$ cat src/sv/smr_pkg.sv
// ----------------------------------------------------------------------------
// smr_pkg: shared types for the service and method registry
// Request and response records, opcodes and the command record passed from
// the front end to the execution engine.
// ----------------------------------------------------------------------------
`default_nettype none

package smr_pkg;

  // Default table sizes.
  localparam int unsigned SERVICE_SLOTS_DEF = 16;
  localparam int unsigned METHOD_SLOTS_DEF  = 16;

  // Opcodes as they arrive on the request channel.
  typedef enum logic [2:0] {
    OP_ADD_SVC  = 3'd0,
    OP_DEL_SVC  = 3'd1,
    OP_ADD_MTH  = 3'd2,
    OP_DEL_MTH  = 3'd3,
    OP_FIND_SVC = 3'd4,
    OP_FIND_MTH = 3'd5
  } op_e;

  // Command class decided by the front end.
  typedef enum logic [2:0] {
    CL_ADD_SVC  = 3'd0,
    CL_DEL_SVC  = 3'd1,
    CL_ADD_MTH  = 3'd2,
    CL_DEL_MTH  = 3'd3,
    CL_FIND_SVC = 3'd4,
    CL_FIND_MTH = 3'd5,
    CL_NONE     = 3'd7
  } cls_e;

  typedef struct packed {
    logic [2:0]  opcode;
    logic [15:0] service_key;
    logic [15:0] instance_key;
    logic [15:0] port;
    logic [15:0] if_version;
    logic [15:0] method_key;
    logic [7:0]  handler_tag;
    logic [3:0]  service_slot;
  } req_t;

  typedef struct packed {
    logic       ok;
    logic [3:0] found_service_slot;
    logic [3:0] found_method_slot;
    logic [7:0] found_handler;
  } rsp_t;

  // Classified request handed to the engine.
  typedef struct packed {
    req_t req;
    cls_e cls;
    logic by_inst;
  } cmd_t;

  // One method table entry.
  typedef struct packed {
    logic        vld;
    logic [15:0] id;
    logic [7:0]  hnd;
  } mth_t;

endpackage

`default_nettype wire

$ cat src/sv/smr_front.sv
// ----------------------------------------------------------------------------
// smr_front: request intake and classification
// Decodes each request into a command class and holds it in a two-entry
// queue so that intake and execution stall independently.
// ----------------------------------------------------------------------------
`default_nettype none

module smr_front
  import smr_pkg::*;
(
  input  wire  clk_i,
  input  wire  rst_ni,
  input  wire  in_valid_i,
  output logic in_ready_o,
  input  req_t in_req_i,
  output logic cmd_valid_o,
  input  wire  cmd_ready_i,
  output cmd_t cmd_o
);

  cmd_t       ent_q [2];
  logic       wr_ptr_q, rd_ptr_q;
  logic [1:0] cnt_q;
  cmd_t       dec;
  logic       push, pop;

  // Decode the opcode into a command class.
  always_comb begin
    dec.req     = in_req_i;
    dec.by_inst = 1'b0;
    unique case (in_req_i.opcode)
      OP_ADD_SVC:  begin dec.cls = CL_ADD_SVC; dec.by_inst = 1'b1; end
      OP_DEL_SVC:  begin dec.cls = CL_DEL_SVC; dec.by_inst = 1'b1; end
      OP_ADD_MTH:  dec.cls = CL_ADD_MTH;
      OP_DEL_MTH:  dec.cls = CL_DEL_MTH;
      OP_FIND_SVC: dec.cls = CL_FIND_SVC;
      OP_FIND_MTH: dec.cls = CL_FIND_MTH;
      default:     dec.cls = CL_NONE;
    endcase
  end

  assign in_ready_o  = (cnt_q != 2'd2);
  assign cmd_valid_o = (cnt_q != 2'd0);
  assign cmd_o       = ent_q[rd_ptr_q];
  assign push        = in_valid_i && in_ready_o;
  assign pop         = cmd_valid_o && cmd_ready_i;

  // Queue pointers and fill level.
  always_ff @(posedge clk_i or negedge rst_ni) begin
    if (!rst_ni) begin
      wr_ptr_q <= 1'b0;
      rd_ptr_q <= 1'b0;
      cnt_q    <= 2'd0;
    end else begin
      if (push) wr_ptr_q <= ~wr_ptr_q;
      if (pop) rd_ptr_q <= ~rd_ptr_q;
      cnt_q <= cnt_q + {1'b0, push} - {1'b0, pop};
    end
  end

  // Queue storage.
  always_ff @(posedge clk_i) begin
    if (push) ent_q[wr_ptr_q] <= dec;
  end

endmodule

`default_nettype wire

$ cat config.mk
export PLATFORM = sky130hd
export DESIGN_NAME = smr_front
export DESIGN_NICKNAME = d
export VERILOG_FILES = /design/src/sv/smr_pkg.sv /design/src/sv/smr_front.sv
export SDC_FILE = /design/constraint.sdc
export NUM_CORES = 1
export LEC_CHECK = 0
export BUFFER_PORTS_ARGS = -buffer_cell sky130_fd_sc_hd__buf_4
export CAP_MARGIN = 20
export CORE_UTILIZATION = 56
export CTS_BUF_LIST = sky130_fd_sc_hd__clkbuf_4 sky130_fd_sc_hd__clkbuf_8 sky130_fd_sc_hd__clkbuf_16
export CTS_CLUSTER_DIAMETER = 100
export DETAILED_ROUTE_END_ITERATION = 8
export PLACE_DENSITY_LB_ADDON = 0.15
export SETUP_SLACK_MARGIN = 0.02
export SLEW_MARGIN = 25
export SYNTH_ARGS = -nofsm -noshare
export SYNTH_HDL_FRONTEND = slang
export SYNTH_SLANG_ARGS = --single-unit
$ cat constraint.sdc
create_clock -name clk_i -period 15.8 [get_ports clk_i]
set_input_delay 3.16 -clock clk_i [delete_from_list [all_inputs] [get_ports clk_i]]
set_output_delay 3.16 -clock clk_i [all_outputs]
set_load 0.005 [all_outputs]
# [Yosys cells after proc, flatten, opt, wreduce, memory -nomap -nowiden]
# Memories as Yosys holds them, arrays and structs flattened.
# Index checks and enable logic that the tools add are counted.
# Widths: inputs -> output; s select.
[totals] reg_bits=4 latch_bits=0 ramBits=198 romBits=0 output_inout_bits=101 mem_count=1 elab_cells=23 in_bits=99
[classes] addsub=2 n_lt_le_gt_ge=0 bitwise=2 shift=0 n_reduce_logical=5 muxes=4 n_eq_ne=6 div_mod_pow=0 n_mul=0
[memory_table] name="ent_q" depth=2 width=99 read_ports=1 rd_clocked_by_memory_dff=0 write_ports=1 line_no="smr_front.sv:21" rtl="cmd_t ent_q [2];"
[ops] cell="$pmux 3 s6" n=1
[ops] cell="$eq 3x2->1 const B" n=2
[ops] cell="$eq 3x3->1 const B" n=2
[ops] cell="$eq 3x1->1 const B" n=1
[ops] cell="$logic_not 3->1" n=1
[ops] cell="$mux 1" n=3
[ops] cell="$add 2x1->2" n=1
[ops] cell="$logic_and 1x1->1" n=2
[ops] cell="$ne 2x2->1 const B" n=1
[ops] cell="$not 1->1" n=2
[ops] cell="$reduce_bool 2->1" n=1
[ops] cell="$reduce_or 2->1" n=1
[ops] cell="$sub 2x1->2" n=1

# [Depth between registers and ports, before layout]
# Gate-level depths: netlist of run 1.
[depth] word_depth=4 ltp_mapped=5

# [Least setup slack after synthesis of run 1]
# No wires, ideal clock.
[synth_timing] path_kind="input to register" from="in in_valid_i" to="mem ent_q[0][0] in the netlist's numbering, enable pin" setup_time_ns=0.557 required_ns=15.243 arrival_time_ns=7.355 stages=2 path_buffers=0 slack_ns=7.888 path_cell_list="nand2_1 > nor2_1"
[synth_via] elab_chain_len=3
[synth_rtl] element="start, declared" line_no="smr_front.sv:13" rtl="input wire in_valid_i,"
[synth_rtl] element="$logic_and 1x1->1" line_no="smr_front.sv:45" rtl="assign push = in_valid_i && in_ready_o;"
[synth_rtl] element="$mux 1" line_no="smr_front.sv:63" rtl="if (push) ent_q[wr_ptr_q] <= dec;"
[synth_rtl] element="$mux 1 (not written as such)" line_no="smr_front.sv:63"
[synth_rtl] element="end, declared" line_no="smr_front.sv:21"
# No other way between the ends.

==> flow_summary.yaml, run 1 <==
setup_path:
  crit_path_end_kind: "primary output"
  worstPathArrival_ns: 2.58
  r2r_cells: 3
  startpoint_type: "flip-flop"
  r2r_end: "ent_q[1][8]"
  critical_path.cell_chain: "buf_4, mux2_2, buf_4"
  worstPathMaxFanout: 56
  required_ns: 12.64
  slowest_delay_ns: 0.80
  cpMostUsedCell: "buf_4"
  timing_worst_setup_path_type: "flip-flop to primary output"
  worstReg2RegStart: "cnt_q[0]"
  slowest_stage: "dfrtp_4"
  r2r_slack_ns: 13.41
timing:
  maxClockFrequency_mhz: 174
  timing.final.crit_share_pct: 36.4
  rsz0062_at_grt: "no"
  slew_headroom_pct: 50.7
  hold_viol: 0
  worstMarginPinSlew_ns: 0.740
  setup-violations-final: 0
  slew_violations: 0
  period_needed_ns: 5.74
  fin_skew_ns: 0.00577
  fin_tns_setup_ns: 0
synth:
  synth_largest_area_cell: "edfxtp_1"
  synth_seq_cells: 202
  synth_area_um2: 7420
  synthDistinctLibCells: 19
  synth_nets: 434
  ys_warn_count: 0
  ys_seq_area_share_pct: 81.5
  avgSynthCellArea_um2: 22.2
  yosysTopAreaCellShare_pct: 80.1
  yosys-top-cells-area: "edfxtp_1 (80%), mux2_2 (15%), buf_6 (1.7%)"
  syn_inst: 334
floorplanning:
  core_um2: 12800
  chipWidth_um: 117
  die_y_um: 117
  num_rows: 41
  start_util_pct: 58.1
  io_pins: 200
  dieArea_um2: 13700
grt:
  grt_max_degree: 57
  track_usage_pct: 18.2
  antenna_found_initial: 0
  grt_pass1_wl_mm: 18.5
  overflow: 0
  grt_pass1_vias: 3751
drt:
  antenna_left: 0
  drt-total-wl_mm: 12.9
  wl_per_cell_um: 17.7
  firstDrtPassIters: 4
  viasPerCell: 5.13
  route.detailed.drc: 0
  drtIter0Drc: 271
  dr_total_vias: 3737
clock_tree:
  cts_setup_buffers: 0
  cts_htree_levels: 1
  path_clk_slew_ns: 0.06
  cts_tree: "yes"
  clockBufferDepth: 3
  clock-root-buffer: "clkbuf_16"
  clock-sinks: 202
  clk_latency_ns: 0.45
  cts_resized: 0
  ctsHoldBuffers: 0
  cts_made_buffers: 19
place:
  io_buffer_count: 199
  place.gp.congestion: 0.736
  dp_hpwl_mm: 8.50
power_and_ir_drop:
  vdd_drop_max_uv: 154
  power_w: 0.00167
  p_leak_nw: 3.59
  power.density_nw_per_um2: 174
min_path:
  holdPathStages: 1
  min-delay-start: "wr_ptr_q"
  whs_endpoint: "wr_ptr_q"
  hold_path.class: "flip-flop to flip-flop"
cells_and_area:
  fillerInstances: 775
  insertedDiodeCount: 0
  seq_area_um2: 6050
  drive_gt1_share_pct: 60.3
  final_nets: 645
  multi_input_area_um2: 1260
  synthToLayoutAreaGrowth_pct: 29.3
run:
  maxCapViolCount: 0
outcome:
  status: "complete, no violations"
==> synth_stat cells <==
cell type / count
nor2_1: 4
a211oi_1: 1
a21bo_1: 1
buf_6: 11
clkbuf_1: 2
or2_2: 1
and3_1: 1
dfrtp_1: 4
a32oi_1: 1
ha_1: 1
a21o_1: 1
nand3_1: 1
o21ai_0: 1
nor2b_1: 1
nand2b_1: 1
xnor2_1: 3
edfxtp_1: 198
nand2_1: 2
mux2_2: 99
==> worst max-delay path: cells and delay by family (launching register included) <==
family,cells,cell delay (ns)
buf+inv,2,0.82
mux,1,0.43
flops,1,0.80
==> stage by stage <==
| step | cells | util, % | hold slack, ns | cell area [um2] | worst slack, ns |
|---|---|---|---|---|---|
| 3_3_place_gp | 696 | 70.8 | 0.541 | 9050 | 10.51 |
| 3_5_place_dp | 696 | 70.8 | 0.546 | 9050 | 10.52 |
| 6_report | 728 | 75.2 | 0.557 | 9600 | 10.06 |
| 2_1_floorplan | 334 | - | 0.460 | 7420 | 7.89 |
| 5_1_grt | 728 | 75.2 | 0.586 | 9600 | 9.93 |
| 4_1_cts | 728 | 75.2 | 0.558 | 9600 | 10.03 |
==> layout make-up <==
class,instances,area share (%)
clock buffers,26,5.50
clock inverters,6,0.274
multi-input cells,119,13.1
flip-flops and latches,202,63.0
well taps,172,2.24
repair buffers,203,15.9
==> state kept, by name, summed over array words and instances (netlist names) <==
| name | flops |
|---|---|
| cnt_q | 2 |
| rd_ptr_q | 1 |
| ent_q | 198 |
| wr_ptr_q | 1 |
==> how the worst max path moves through the flow <==
stage / startpoint / endpoint / slack (ns) / cells after the start
2_1_floorplan: in_valid_i / ent_q[0][0] / 7.89 / 2
3_3_place_gp: rd_ptr_q / cmd_o[79] / 10.51 / 3
3_5_place_dp: rd_ptr_q / cmd_o[26] / 10.52 / 3
4_1_cts: rd_ptr_q / cmd_o[26] / 10.03 / 3
5_1_grt: rd_ptr_q / cmd_o[26] / 9.93 / 3
6_report: rd_ptr_q / cmd_o[58] / 10.06 / 3
==> kinds of logic after synthesis <==
logic type,after synthesis,share of synthesized area (%)
compound gates,5,0.523
buf+inv,13,1.77
mux,99,15.0
xor+xnor,3,0.354
fa+ha+maj,1,0.169
flops,202,81.5
simple gates,11,0.708
==> cells in the final DEF, fill, tap and decap left out <==
cell type	count
o21ai_0	1
ha_1	1
mux2_2	99
edfxtp_1	198
or2_2	1
nor2b_1	1
clkinv_2	3
nor2_4	1
a21bo_1	1
a32oi_1	1
xnor2_1	3
nand2b_1	1
dfrtp_4	1
nand2_1	2
a21o_1	1
nand3_1	1
clkbuf_4	7
and3_4	1
a211oi_1	1
clkbuf_16	19
dfrtp_1	3
nor2_1	3
buf_4	203
clkinv_1	3
==> layer usage <==
layer,share of wire (%),wire (um),vias to the layer above,global-route usage [%]
met3,7.2,930,20,5.05
met4,1.8,226,0,5.23
met5,0,0,-,0
met2,52,6690,139,32.0
li1,-,-,1745,-
met1,39,5030,1833,22.1
==> where the power goes <==
part	total [W]	internal [W]	switching [W]	leakage, nW
Clock	0.000402	0.000233	0.000169	0.283
Combinational	0.000485	0.000280	0.000205	1.42
Sequential	0.000785	0.000734	0.0000512	1.89
(Power assumes the default switching activity.)
==> inputs of run 2 (changes only) <==
CORE_UTILIZATION = 52   (was 56)
clock period = 6 ns   (was 15.8 ns; I/O delays follow)
==> run 2 against run 1 <==
Total power rose to 2.7 times the previous value. Sequential power rose to 2.6 times the previous value. Via count up 0.48%. Combinational power rose to 2.6 times the previous value. Flip-flop and latch count unchanged. Worst hold slack worse by 0.048 ns. Global-route usage down 0.21 points. Non-clock buffer count unchanged. Die area up 7.6%. Core utilization down 5.4 points. Critical endpoint is now cmd_o[97].
==> flow_summary.yaml, run 2 (synthesis results as in run 1) <==
clock_tree:
  clock-root-buffer: "clkbuf_16"
  clockBufferDepth: 3
  cts_htree_levels: 1
  cts_tree: "yes"
  cts_setup_buffers: 0
  cts_made_buffers: 20
  clk_latency_ns: 0.47
  path_clk_slew_ns: 0.06
  ctsHoldBuffers: 0
  cts_resized: 0
  clock-sinks: 202
drt:
  drtIter0Drc: 230
  wl_met1_mm: 5.33
  drt-total-wl_mm: 13.4
  firstDrtPassIters: 4
  dr.max_layer_used: "met4"
  dr_total_vias: 3755
  route.detailed.drc: 0
  met2_length_mm: 6.73
  route.met3.wl_mm: 1.18
  viasPerCell: 5.07
  wl_per_cell_um: 18.2
  antenna_left: 0
floorplanning:
  start_util_pct: 53.5
  dieArea_um2: 14800
  die_y_um: 121
  chipWidth_um: 121
  core_um2: 13900
  io_pins: 200
  num_rows: 43
setup_path:
  crit_path_end_kind: "primary output"
  worstPathMaxFanout: 51
  worstPathArrival_ns: 2.64
  cpMostUsedCell: "buf_4"
  cp_num_buf_inv: 2
  timing_worst_setup_path_type: "flip-flop to primary output"
  slowest_stage: "dfrtp_4"
  cp_top_family: "flip-flops"
  critical_path.cell_chain: "buf_4, mux2_2, buf_4"
  slowest_delay_ns: 0.88
  startpoint_type: "flip-flop"
  required_ns: 4.80
grt:
  grt_pass1_vias: 3804
  antenna_found_initial: 0
  track_usage_pct: 18.0
  overflow: 0
  grt_pass1_wl_mm: 20.0
  grt_max_degree: 52
timing:
  hold_viol: 0
  slew_headroom_pct: 52.8
  fin_tns_setup_ns: 0
  fin_ws_ns: 2.16
  timing.final.crit_share_pct: 64.0
  worstMarginPinSlew_ns: 0.708
  period_needed_ns: 3.84
  slew_violations: 0
  fin_hold_ws_ns: 0.508
  maxClockFrequency_mhz: 261
  setup-violations-final: 0
  fin_skew_ns: 0.00753
  rsz0062_at_grt: "no"
run:
  maxCapViolCount: 0
cells_and_area:
  final_nets: 646
  insertedDiodeCount: 0
  design_area_um2: 9690
  largest_register_ffs: 198
  fillerInstances: 922
  regMostFlops: "ent_q"
  final_common_cell: "buf_4"
  mostFrequentLayoutCells: "buf_4 (203), edfxtp_1 (198), mux2_2 (99)"
  reg_top3: "ent_q (198), cnt_q (2)"
  synthToLayoutAreaGrowth_pct: 30.5
  drive_gt1_share_pct: 59.8
place:
  io_buffer_count: 199
  place.gp.congestion: 0.740
  dp_hpwl_mm: 8.58
  pre_cts_slack_ns: 2.65
  place_area_um2: 9060
power_and_ir_drop:
  vdd_drop_max_uv: 352
  power_w: 0.00454
  power.density_nw_per_um2: 468
  p_leak_nw: 3.63
outcome:
  status: "complete, no violations"
min_path:
  hold_path.class: "primary input to asynchronous set/reset pin"
-- run 2: changes by cell type in the layout (fill, tap and decap cells not counted), sizes merged --
| cell | change |
|---|---|
| clkbuf | +1 |
| clkinv | +2 |
| bufinv | +1 |
-- run 2: power by group --
part | total (W) | internal, W | switching (W) | leakage [nW]
clock | 0.00118 | 0.000708 | 0.000474 | 0.315
sequential | 0.00208 | 0.00193 | 0.000144 | 1.89
combinational | 0.00128 | 0.000739 | 0.000542 | 1.42
total | 0.00454 | 0.00338 | 0.00116 | 3.63
-- run 2: metal layers --
layer  vias to the layer above  GRT usage [%]
met3                        18           5.69
met4                         0           4.40
met5                         -              0
met1                      1849           23.2
met2                       137           29.5
li1                       1751              -
-- run 2: layout make-up --
cell class | instances | area [um2] | share of cell area [%]
Sequential cell | 202 | 6050 | 62.4
Tap cell | 180 | 225 | 2.32
Clock inverter | 9 | 61.3 | 0.633
Timing Repair Buffer | 203 | 1520 | 15.7
Multi-Input combinational cell | 119 | 1260 | 13.0
Clock buffer | 27 | 571 | 5.89
-- run 2: final timing paths --
kind	start	endpoint	slack, ns	depth (start not counted)
max	rd_ptr_q	cmd_o[97]	2.16	3
min	rst_ni	rd_ptr_q	0.51	1
max reg2reg	cnt_q[0]	ent_q[1][28]	3.64	3
min reg2reg	wr_ptr_q	wr_ptr_q	0.57	1
max in group asynchronous	rst_ni	rd_ptr_q	5.38	1
min in group clk_i	wr_ptr_q	wr_ptr_q	0.57	1
-- run 2: stage by stage --
step	instances	utilization, %
detailed placement	704	65.2
floorplan	334	-
global route	740	69.8
finish	740	69.8
CTS	740	69.8
global placement	704	65.2
==> inputs of run 3 (changes only) <==
clock period = 3.7 ns   (was 6 ns; I/O delays follow)
==> run 3 against run 2 <==
Count of clock-buffer cells in the layout is 3 lower. Final area is 0.85% higher. Total power is 65% higher. Non-clock buffer count is 2 higher.
==> flow_summary.yaml, run 3 (synthesis results as in run 1) <==
outcome:
  status: "complete, no violations"
cells_and_area:
  insertedDiodeCount: 0
  mostFrequentLayoutCells: "buf_4 (203), edfxtp_1 (198), mux2_2 (99)"
  seq_area_um2: 6050
  synthToLayoutAreaGrowth_pct: 31.6
  largest_register_ffs: 198
  multi_input_area_um2: 1260
  regMostFlops: "ent_q"
  reg_top3: "ent_q (198), cnt_q (2)"
  final_common_cell: "buf_4"
  final_nets: 648
  fillerInstances: 893
  drive_gt1_share_pct: 60.6
grt:
  overflow: 0
  grt_max_degree: 49
  antenna_found_initial: 0
  track_usage_pct: 17.5
  grt_pass1_wl_mm: 19.8
  grt_pass1_vias: 3916
timing:
  worstMarginPinSlew_ns: 0.643
  timing.final.crit_share_pct: 78.2
  fin_skew_ns: 0.00663
  hold_viol: 0
  maxClockFrequency_mhz: 346
  fin_ws_ns: 0.808
  slew_violations: 0
  period_needed_ns: 2.89
  fin_hold_ws_ns: 0.0586
  fin_tns_setup_ns: 0
  slew_headroom_pct: 57.1
  rsz0062_at_grt: "no"
  setup-violations-final: 0
drt:
  wl_per_cell_um: 17.5
  drtIter0Drc: 262
  firstDrtPassIters: 4
  dr_total_vias: 3753
  antenna_left: 0
  viasPerCell: 5.06
  route.detailed.drc: 0
  drt-total-wl_mm: 13.0
setup_path:
  worstPathArrival_ns: 2.15
  required_ns: 2.96
  worstPathMaxFanout: 36
  crit_path_end_kind: "primary output"
  timing_worst_setup_path_type: "flip-flop to primary output"
  startpoint_type: "flip-flop"
clock_tree:
  cts_setup_buffers: 0
  ctsHoldBuffers: 0
  cts_resized: 0
  cts_tree: "yes"
  clk_latency_ns: 0.47
  cts_made_buffers: 20
  cts_htree_levels: 1
  clock-root-buffer: "clkbuf_16"
  clock-sinks: 202
  clockBufferDepth: 3
  path_clk_slew_ns: 0.06
floorplanning:
  io_pins: 200
  die_y_um: 121
  core_um2: 13900
  chipWidth_um: 121
  dieArea_um2: 14800
  num_rows: 43
  start_util_pct: 53.5
min_path:
  hold_path.class: "primary input to asynchronous set/reset pin"
place:
  io_buffer_count: 199
  place.gp.congestion: 0.695
  dp_hpwl_mm: 8.50
  pre_cts_slack_ns: 1.27
power_and_ir_drop:
  p_leak_nw: 3.67
  power.density_nw_per_um2: 768
  vdd_drop_max_uv: 541
run:
  maxCapViolCount: 0
run 3: layout make-up:
cell class / count / area share (%)
sequential: 202 / 61.9
clock inverter: 11 / 1.29
clock buffer: 24 / 5.61
multi-input combinational: 119 / 12.9
timing repair buffer: 205 / 16.0
tap: 180 / 2.31
run 3: per-layer routing:
metal	vias up	GRT usage [%]	share of wire [%]
met5	-	0	0
met4	0	5.09	1.2
met2	133	30.7	52
met3	14	4.79	7.7
li1	1749	-	-
met1	1857	21.1	39
run 3: final timing paths:
path | from | to | slack (ns) | cells past startpoint
max reg2reg | cnt_q[0] | ent_q[0][57] | 1.80 | 4
min in group clk_i | in_req_i[15] | ent_q[0][19] | 0.45 | 1
min reg2reg | wr_ptr_q | wr_ptr_q | 0.56 | 1
max in group asynchronous | rst_ni | rd_ptr_q | 3.52 | 1
min | rst_ni | wr_ptr_q | 0.06 | 1
max | rd_ptr_q | cmd_o[35] | 0.81 | 3
run 3: report_power, final:
group	total (W)	internal, W	switching (W)
clock	0.00203	0.00126	0.000773
sequential	0.00332	0.00313	0.000196
combinational	0.00214	0.00123	0.000910
total	0.00750	0.00562	0.00188
run 3: critical path, stage by stage (launching register included):
cell	delay (ns)
dfrtp_4	0.75
buf_4	0.41
mux2_2	0.39
buf_4	0.14
run 3: per-stage QoR:
| stage | power, W | utilization [%] | cell area [um2] | instances |
|---|---|---|---|---|
| after floorplan | 0.00453 | - | 7430 | 334 |
| after global placement | 0.00550 | 65.5 | 9100 | 706 |
| after detailed placement | 0.00556 | 65.5 | 9100 | 706 |
| after CTS | 0.00761 | 70.4 | 9770 | 741 |
| after global routing | 0.00786 | 70.4 | 9770 | 741 |
| final | 0.00750 | 70.4 | 9770 | 741 |
